## src/design/cpc_pkg.sv

```systemverilog
package cpc_pkg;

    // Field widths
    localparam int IDX_W    = 10;
    localparam int LEN_W    = 11;
    localparam int STEP_W   = 32;
    localparam int REQ_W    = 2;
    localparam int STATUS_W = 3;

    // Largest table size that the index fields can address
    localparam int IDX_SPAN = 1 << IDX_W;

    // Packed stream widths
    localparam int IN_DATA_W  = 56;
    localparam int OUT_DATA_W = 16;

    // Request codes
    localparam logic [REQ_W-1:0] REQ_INIT    = 2'd0;
    localparam logic [REQ_W-1:0] REQ_SHUFFLE = 2'd1;
    localparam logic [REQ_W-1:0] REQ_WALK    = 2'd2;

    // Status codes
    localparam logic [STATUS_W-1:0] ST_OK        = 3'd0;
    localparam logic [STATUS_W-1:0] ST_BAD_SWAP  = 3'd1;
    localparam logic [STATUS_W-1:0] ST_COMPLETE  = 3'd2;
    localparam logic [STATUS_W-1:0] ST_BAD_START = 3'd3;
    localparam logic [STATUS_W-1:0] ST_NO_INIT   = 3'd4;

endpackage

```

## src/design/cpc_mod.sv

```systemverilog
module cpc_mod
    import cpc_pkg::*;
    (
        input  logic              clk,
        input  logic              rst_n,
        input  logic              start,
        input  logic [STEP_W-1:0] dividend,
        input  logic [LEN_W-1:0]  divisor,
        output logic              done,
        output logic [LEN_W-1:0]  remainder
    );

    localparam int CNT_W = $clog2(STEP_W);

    logic              busy_reg;
    logic              done_reg;
    logic [CNT_W-1:0]  cnt_reg;
    logic [STEP_W-1:0] dvd_reg;
    logic [LEN_W-1:0]  rem_reg;
    logic [LEN_W:0]    trial;
    logic [LEN_W:0]    diff;

    // One restoring step: shift in the next dividend bit and try a subtract
    assign trial = {rem_reg, dvd_reg[STEP_W-1]};
    assign diff  = trial - {1'b0, divisor};

    always_ff @(posedge clk or negedge rst_n)
    begin
        if (!rst_n)
        begin
            busy_reg <= 1'b0;
            done_reg <= 1'b0;
            cnt_reg  <= '0;
        end
        else
        begin
            // Flag the last step for one cycle
            done_reg <= !start && busy_reg && (cnt_reg == CNT_W'(STEP_W - 1));
            if (start)
            begin
                busy_reg <= 1'b1;
                cnt_reg  <= '0;
            end
            else if (busy_reg)
            begin
                cnt_reg <= cnt_reg + 1'b1;
                if (cnt_reg == CNT_W'(STEP_W - 1))
                begin
                    busy_reg <= 1'b0;
                end
            end
        end
    end

    // Partial remainder and dividend shift register
    always_ff @(posedge clk)
    begin
        if (start)
        begin
            dvd_reg <= dividend;
            rem_reg <= '0;
        end
        else if (busy_reg)
        begin
            dvd_reg <= {dvd_reg[STEP_W-2:0], 1'b0};
            if (trial >= {1'b0, divisor})
            begin
                rem_reg <= diff[LEN_W-1:0];
            end
            else
            begin
                rem_reg <= trial[LEN_W-1:0];
            end
        end
    end

    assign done      = done_reg;
    assign remainder = rem_reg;

endmodule

```

## config.mk

```make
export PLATFORM = sky130hd
export DESIGN_NAME = cpc_mod
export DESIGN_NICKNAME = d
export VERILOG_FILES = /design/src/design/cpc_pkg.sv /design/src/design/cpc_mod.sv
export SDC_FILE = /design/constraint.sdc
export NUM_CORES = 1
export LEC_CHECK = 0
export CORE_MARGIN = 4
export CORE_UTILIZATION = 35
export DETAILED_ROUTE_END_ITERATION = 10
export DONT_BUFFER_PORTS = 1
export GPL_ROUTABILITY_DRIVEN = 1
export SLEW_MARGIN = 30
export SYNTH_ARGS = -nofsm -noshare
export SYNTH_HDL_FRONTEND = slang
export SYNTH_SLANG_ARGS = --single-unit
```

## constraint.sdc

```tcl
create_clock -name clk -period 3.3 [get_ports clk]
set_input_delay 0.165 -clock clk [delete_from_list [all_inputs] [get_ports clk]]
set_output_delay 0.165 -clock clk [all_outputs]
set_load 0.05 [all_outputs]
```

[Word-level counts from Yosys, hierarchy flattened]
Cells that the tools add are included.
Storage, ports and cells
  register bits after elaboration: 50
  input port bits: 46
Cells by class
  $add $sub $neg: 2
  magnitude comparators: 1
  equality and inequality tests: 1
  multiplexer cells: 8
  reduce and logical (&&, ||, !) cells: 4
Operator list (number)
  $mux 32: 2
  $ge 12x11->1: 1
  $mux 11: 1
  $sub 11x11->11: 1
  $mux 5: 2
  $add 5x1->5 const B: 1
  $eq 5x5->1 const B: 1
  $mux 1: 3
  $logic_and 1x1->1: 2
  $reduce_bool 2->1: 1
  $logic_not 1->1: 1

[Longest topological paths before layout]
Gate-level depths: netlist of the first run.
  depth in word-level cells: 4
  gate-level depth with buffers: 10
  gate-level depth less buffers: 9

[Worst setup path after synthesis of the first run]
Ideal clock, no wire load.
  path kind: reg2reg
  start: reg rem_reg[0], in the netlist remainder[0]
  end: reg rem_reg[6], in the netlist remainder[6]
  setup time: 0.091 ns
  data arrival time: 2.498 ns
  path slack: 0.711 ns
  cell stages (with the launch flop): 9
  clock period less this slack: 2.589 ns
  path through: dfxtp_1 -> inv_1 -> fa_1 -> nand2b_1 -> a21oi_1 -> o2111a_1 -> nor2_1 -> or3b_1 -> a311oi_1
On the way
  word-level cells in the longest chain between the ends: 2
  elaborated cells on any way between the ends: 3
  those cells by class: add/sub (1); order compare (1); mux (1)
RTL lines
  start, declared: line cpc_mod.sv:19  | logic [LEN_W-1:0] rem_reg;
  start signal, assigned: line cpc_mod.sv:68  | rem_reg <= diff[LEN_W-1:0];
  start signal, assigned: line cpc_mod.sv:72  | rem_reg <= trial[LEN_W-1:0];
  $sub 11x11->11 / $ge 12x11->1 (equally long branches): line cpc_mod.sv:25, cpc_mod.sv:66
  $mux 11 *: line cpc_mod.sv:66  | if (trial >= {1'b0, divisor})
Mark *: on every way between the ends. The rest lies on a longest branch, timed or not.
A chain may end at the register's enable or synchronous reset.

[Final worst setup path of the first run]
  start: reg rem_reg[7], in the netlist remainder[7]
  end: reg rem_reg[0], in the netlist remainder[0]
On the way
  word-level cells in the longest chain between the ends: 2
RTL lines (line)
  $ge 12x11->1: cpc_mod.sv:66
  $mux 11: cpc_mod.sv:66
Every way passes these cells.

==> flow_metrics.env, run 1 <==
export IMPL_ir_drop_mv=0.213
export IMPL_routedWlPerCell_um=16.0
export IMPL_tns_ps=0
export IMPL_synth_seq_area_share_pct=49.7
export IMPL_via_count=1835
export IMPL_crit_slowest_cell="mux2_2"
export IMPL_io_pins=58
export IMPL_firstDrtPassIters=4
export IMPL_port_buffers=0
export IMPL_slew_violations=0
export IMPL_leakage_nw=1.27
export IMPL_hpwl_mm=3.99
export IMPL_path_max_fanout=6
export IMPL_async_flop_share_pct=14.0
export IMPL_gp_congestion=0.790
export IMPL_critPathLaunchType="register"
export IMPL_setup_viol=0
export IMPL_dieWidth_um=96.3
export IMPL_ys_ff_latch=50
export IMPL_htreeDepth=2
export IMPL_dp_cells=344
export IMPL_fin_crit_sh_pct=76.2
export IMPL_synth_edf_count=32
export IMPL_ys_flop_type="edfxtp_1"
export IMPL_netlist_instances=242
export IMPL_ant_nets=0
export IMPL_syn_area_sq_um=2730
export IMPL_relSlewSlack_pct=58.8
export IMPL_drtIter0Drc=39
export IMPL_cts_resized=0
export IMPL_synth_area_per_cell_sq_um=11.3
export IMPL_crit_chain="buf_4 > ha_1 > and4b_2 > nor2b_1 > a211o_1 > nor2_1 > mux2_2 > a211oi_1"
export IMPL_max_stage_delay_ps=370
export IMPL_worst_slew_pin_slew_ps=616
export IMPL_syn_to_final_growth_pct=11.1
export IMPL_die_area_sq_um=9280
export IMPL_worst_slack_ps=787
export IMPL_grt_pass1_wl_mm=9.47
export IMPL_n_antenna_cell=0
export IMPL_via_per_inst=5.18
export IMPL_post_dp_cell_area_sq_um=2900
export IMPL_hold_path_class="input port to register"
export IMPL_largest_register_ffs=32
export IMPL_rsz0062_at_grt="no"
export IMPL_clock_sinks=50
export IMPL_drc_errors=0
export IMPL_initial_core_util_pct=36.9
export IMPL_yosysUniqueCellTypes=44
export IMPL_critPathKind="register to register"
export IMPL_status="finished, final reports clean"
export IMPL_overflow=0
export IMPL_antenna_found_initial=0
export IMPL_skew_ps=3.33
export IMPL_fp_coreArea_sq_um=7410
export IMPL_final_cell_mix="mux2_2, edfxtp_1, nor2_1"
export IMPL_cts_inserted_buffers=5
export IMPL_yosysWarnings=0
export IMPL_tritoncts="yes"
export IMPL_stdcell_count=354
export IMPL_wl_mm=5.65
export IMPL_finish_utilization_pct=41.0
export IMPL_cp_end_kind="register"
export IMPL_worstPathRequired_ps=3520
export IMPL_cts_root_buf="clkbuf_8"
export IMPL_min_period_ps=2510
export IMPL_max_cap_violations=0
export IMPL_clk_pin_slew_worst_paths_ps=90
export IMPL_synth_fp_nets=302
export IMPL_power_density_nw_per_um2=741
export IMPL_grt_pass1_vias=1936
export IMPL_preCtsSetupSlack_ps=811
export IMPL_clock_fmax_mhz=398
export IMPL_hold_slack_ps=52.8
export IMPL_rows=31
export IMPL_grt_start_max_net_pins=38
export IMPL_clock_path_buffers=2
export IMPL_clkLatencyLatePin_ps=300
export IMPL_nets=314
export IMPL_grt_total_usage_pct=13.3
export IMPL_total_power_mw=2.25
export IMPL_finalHoldViolCount=0
export IMPL_layout_drive_gt1_share_pct=21.2
export IMPL_finalInstanceArea_sq_um=3040
export IMPL_arrival_ps=2730
export IMPL_die_y_um=96.3
-- Yosys cell counts, types with 2 or more instances --
library cell / count / share of area (%)
a311oi_1: 2 / 0.64
dfrtp_1: 7 / 6.4
dfxtp_1: 11 / 8.1
clkbuf_1: 8 / 1.1
and3_1: 3 / 0.69
ha_1: 13 / 6.0
a211oi_1: 2 / 0.55
o21a_1: 2 / 0.55
o21ai_0: 11 / 2.0
o311ai_0: 2 / 0.64
a21oi_1: 9 / 1.6
nor2b_1: 3 / 0.69
nor3_1: 4 / 0.73
o31ai_1: 2 / 0.55
nor2_1: 28 / 3.8
and4_1: 2 / 0.64
nand2b_1: 3 / 0.69
nand2_1: 12 / 1.6
inv_1: 17 / 2.3
mux2i_1: 7 / 2.6
a21o_1: 3 / 0.82
edfxtp_1: 32 / 35
a211o_1: 2 / 0.64
o211ai_1: 2 / 0.55
mux2_2: 32 / 13
xor2_1: 3 / 0.96
xnor2_1: 3 / 0.96
-- report_power, final --
part           internal [mW]  switching [mW]
Clock                  0.226           0.211
Combinational          0.376           0.605
Sequential             0.770          0.0612
-- metal layers --
metal	track usage, %	wire length [um]
met1	16.3	2490
met2	21.0	2610
met3	5.55	486
met4	4.44	66
met5	0	0
-- final cells by class --
cell class | count | area, sq um
clock inverter | 3 | 42.5
multi-input combinational | 166 | 1270
fill | 747 | 4370
timing repair buffer | 14 | 110
tap | 99 | 124
inverter | 17 | 63.8
clock buffer | 5 | 68.8
sequential | 50 | 1360
-- what timing repair did --
action                    CTS  global route
hold endpoints to repair   17             0
hold buffers                2             0
buffers inserted            0             0
-- worst paths after layout --
check                                          start                         to  slack, ps  cells after the start
min in group asynchronous                      rst_n     cnt_reg[2]$_DFFE_PN0P_        170                      1
setup reg to reg           remainder[7]$_SDFFE_PP0P_  remainder[0]$_SDFFE_PP0P_        790                      8
hold / removal                                 start  remainder[9]$_SDFFE_PP0P_         50                      2
max in group asynchronous                      rst_n     cnt_reg[0]$_DFFE_PN0P_       2900                      1
hold reg to reg               cnt_reg[4]$_DFFE_PN0P_     cnt_reg[4]$_DFFE_PN0P_        540                      2
setup / recovery           remainder[7]$_SDFFE_PP0P_  remainder[0]$_SDFFE_PP0P_        790                      8
-- kinds of logic (layout without fill, tap and decap cells) --
| kind of cell | count (synthesis) | count (layout) | share of synthesized area (%) |
|---|---|---|---|
| xor gates and xnor gates | 6 | 6 | 1.92 |
| AOI/OAI and AO/OA | 45 | 45 | 11.2 |
| and+or+nand+nor | 62 | 62 | 10.9 |
| buffers and inverters | 26 | 39 | 3.85 |
| muxes | 39 | 39 | 15.8 |
| adders and majority gates | 14 | 14 | 6.69 |
| DFF | 50 | 50 | 49.7 |
-- critical path, delay by kind of cell (launching register included) --
kind / cells / cell delay [ps]
mux: 1 / 370
simple gates: 3 / 690
buf+inv: 1 / 190
fa+ha+maj: 1 / 350
flops: 1 / 310
compound gates: 2 / 530
No activity file was read; power rests on OpenSTA's default activity.
==> inputs of run 2 (changes only) <==
==> constraint.sdc (replaced) <==
create_clock -name clk -period 2.1 [get_ports clk]
set_input_delay 0.105 -clock clk [delete_from_list [all_inputs] [get_ports clk]]
set_output_delay 0.105 -clock clk [all_outputs]
set_load 0.05 [all_outputs]
==> run 2 against run 1 <==
Total power increased by 74%. Via count is 11% higher. Maximum frequency increased by 14%. Non-clock buffer count increased by 47. Final cell count rose by 14%. Clock power is 40% higher. Hold slack worse by 34 ps. Die area unchanged. Critical endpoint is now remainder[9]$_SDFFE_PP0P_. Wire length grew 9.0%. The run now ends with setup timing left. First-iteration DRC count rose by 46%.
==> flow_metrics.env, run 2 (synthesis gave the netlist of run 1 again) <==
export IMPL_switching_share_pct=39.4
export IMPL_final_cell_mix="buf_4, edfxtp_1, mux2_2"
export IMPL_p_sw_mw=1.54
export IMPL_finish_utilization_pct=48.0
export IMPL_ir_drop_mv=0.353
export IMPL_largest_register_ffs=32
export IMPL_rows=31
export IMPL_p_clk_share_pct=15.6
export IMPL_relSlewSlack_pct=70.2
export IMPL_min_period_ps=2200
export IMPL_antenna_found_initial=0
export IMPL_port_buffers=0
export IMPL_clock_path_buffers=2
export IMPL_r2r_setup_slack_ps=-100
export IMPL_routedWlPerCell_um=15.3
export IMPL_rr_startpoint="remainder[0]$_SDFFE_PP0P_"
export IMPL_cp_end_kind="register"
export IMPL_clock_sinks=50
export IMPL_path_max_fanout=5
export IMPL_n_antenna_cell=0
export IMPL_fillers=699
export IMPL_clkLatencyLatePin_ps=300
export IMPL_ff2ff_path_depth=7
export IMPL_power_density_nw_per_um2=1100
export IMPL_seqPwrFrac_pct=33.4
export IMPL_io_pins=58
export IMPL_hold_start="dividend[25]"
export IMPL_worstPathRequired_ps=2330
export IMPL_preCtsSetupSlack_ps=-164
export IMPL_rsz0062_at_grt="yes"
export IMPL_grt_start_max_net_pins=43
export IMPL_cts_inserted_buffers=5
export IMPL_status="finished with violations"
export IMPL_layout_drive_gt1_share_pct=34.3
export IMPL_overflow=0
export IMPL_die_y_um=96.3
export IMPL_stdcell_count=402
export IMPL_skew_ps=9.93
export IMPL_whs_path_depth=1
export IMPL_htreeDepth=2
export IMPL_arrival_ps=2430
export IMPL_clk_pin_slew_worst_paths_ps=110
export IMPL_slew_violations=0
export IMPL_tritoncts="yes"
export IMPL_wl_mm=6.16
export IMPL_finalHoldViolCount=0
export IMPL_setup_viol=9
export IMPL_worst_slew_pin_slew_ps=442
export IMPL_seqCellArea_sq_um=1380
export IMPL_initial_core_util_pct=36.9
export IMPL_via_per_inst=5.05
export IMPL_grt_pass1_vias=2097
export IMPL_worst_slack_ps=-101
export IMPL_gp_congestion=0.875
export IMPL_max_cap_violations=0
export IMPL_dieWidth_um=96.3
export IMPL_grt_pass1_wl_mm=10.2
export IMPL_grt_total_usage_pct=14.3
export IMPL_violations="setup timing"
export IMPL_hpwl_mm=4.27
export IMPL_drtIter0Drc=57
export IMPL_firstDrtPassIters=4
export IMPL_fin_crit_sh_pct=105
export IMPL_reg2reg_to="remainder[9]$_SDFFE_PP0P_"
export IMPL_layout_commonest_cell="buf_4"
export IMPL_power_internal_mw=2.38
export IMPL_fp_coreArea_sq_um=7410
export IMPL_comb_power_share_pct=51.0
export IMPL_via_count=2032
export IMPL_die_area_sq_um=9280
export IMPL_cts_root_buf="clkbuf_8"
export IMPL_dp_cells=362
export IMPL_clock_fmax_mhz=454
export IMPL_hold_path_class="input port to register"
export IMPL_ant_nets=0
export IMPL_leakage_nw=1.51
export IMPL_min_to="dvd_reg[25]$_DFFE_PP_"
export IMPL_drc_errors=0
export IMPL_syn_to_final_growth_pct=30.1
export IMPL_critPathLaunchType="register"
export IMPL_critPathKind="register to register"
export IMPL_nets=362
export IMPL_multi_input_area_sq_um=1360
==> run 2: cell types whose count changed in the layout (fill, tap and decap cells not counted), moves of 3 or more <==
| cell | change |
|---|---|
| dfxtp_2 | +5 |
| dlygate4sd3_1 | +21 |
| buf_4 | +23 |
| o21ai_1 | +5 |
| ha_4 | +3 |
| dfxtp_4 | +4 |
| dfxtp_1 | -9 |
| ha_1 | -3 |
| o21ai_0 | -6 |
==> run 2: worst max-delay path by stage <==
stage / startpoint / slack, ps / end / cells past startpoint
after floorplan: remainder[8]$_SDFFE_PP0P_ / -80 / remainder[9]$_SDFFE_PP0P_ / 8
after global placement: dvd_reg[31]$_DFFE_PP_ / -100 / remainder[6]$_SDFFE_PP0P_ / 9
after detailed placement: dvd_reg[31]$_DFFE_PP_ / -160 / remainder[6]$_SDFFE_PP0P_ / 9
after CTS: dvd_reg[31]$_DFFE_PP_ / -120 / remainder[6]$_SDFFE_PP0P_ / 9
after global routing: dvd_reg[31]$_DFFE_PP_ / -220 / remainder[6]$_SDFFE_PP0P_ / 9
final: remainder[0]$_SDFFE_PP0P_ / -100 / remainder[9]$_SDFFE_PP0P_ / 7
==> run 2: power groups by stage <==
| stage | combinational (mW) | clock (mW) | sequential (mW) |
|---|---|---|---|
| global placement | 1.75 | 0 | 1.33 |
| global route | 2.18 | 0.671 | 1.33 |
| floorplan | 0.966 | 0 | 1.64 |
| finish | 2.00 | 0.610 | 1.31 |
| detailed placement | 1.78 | 0 | 1.33 |
| CTS | 1.93 | 0.649 | 1.31 |
==> run 2: timing repair <==
action                                  in CTS  in global routing
endpoints found under the setup margin      10                 11
cloned                                       1                  0
hold endpoints to repair                    31                  2
gates resized for setup                      8                  8
setup buffers                                5                  3
hold buffers                                21                  2
pin swaps                                   10                 10
==> run 2: layer usage <==
metal	global-route usage, %	vias to the layer above	part of all wire [%]
met4	3.15	0	0.58
met3	4.77	4	6.1
li1	-	1000	-
met1	18.4	976	46
met5	0	-	0
met2	23.3	52	48
==> run 2: critical path, stage by stage, from the launching register on <==
cell and delay [ps]:
dfxtp_4 380, ha_1 270, nor2b_1 150, o2111ai_1 260, a21boi_0 200, or4_1 490, a41o_1 230, a211oi_2 130
==> run 2: layout make-up <==
type                       count  area share (%)
clock buffer                   5            1.94
clock inverter                 3           0.810
inverter                      17            1.80
multi-input combinational    167            38.1
sequential                    50            38.8
tap                           99            3.49
timing repair buffer          61            15.1
==> run 2: per-stage QoR <==
| step | power, mW | hold WS (ps) | area [sq um] | TNS [ps] |
|---|---|---|---|---|
| after floorplan | 2.61 | -191 | 2780 | -370 |
| after global placement | 3.08 | -190 | 3100 | -197 |
| after detailed placement | 3.11 | -190 | 3100 | -654 |
| after CTS | 3.89 | 1.08 | 3480 | -634 |
| after global routing | 4.18 | 1.05 | 3550 | -1700 |
| final | 3.92 | 18.5 | 3550 | -433 |
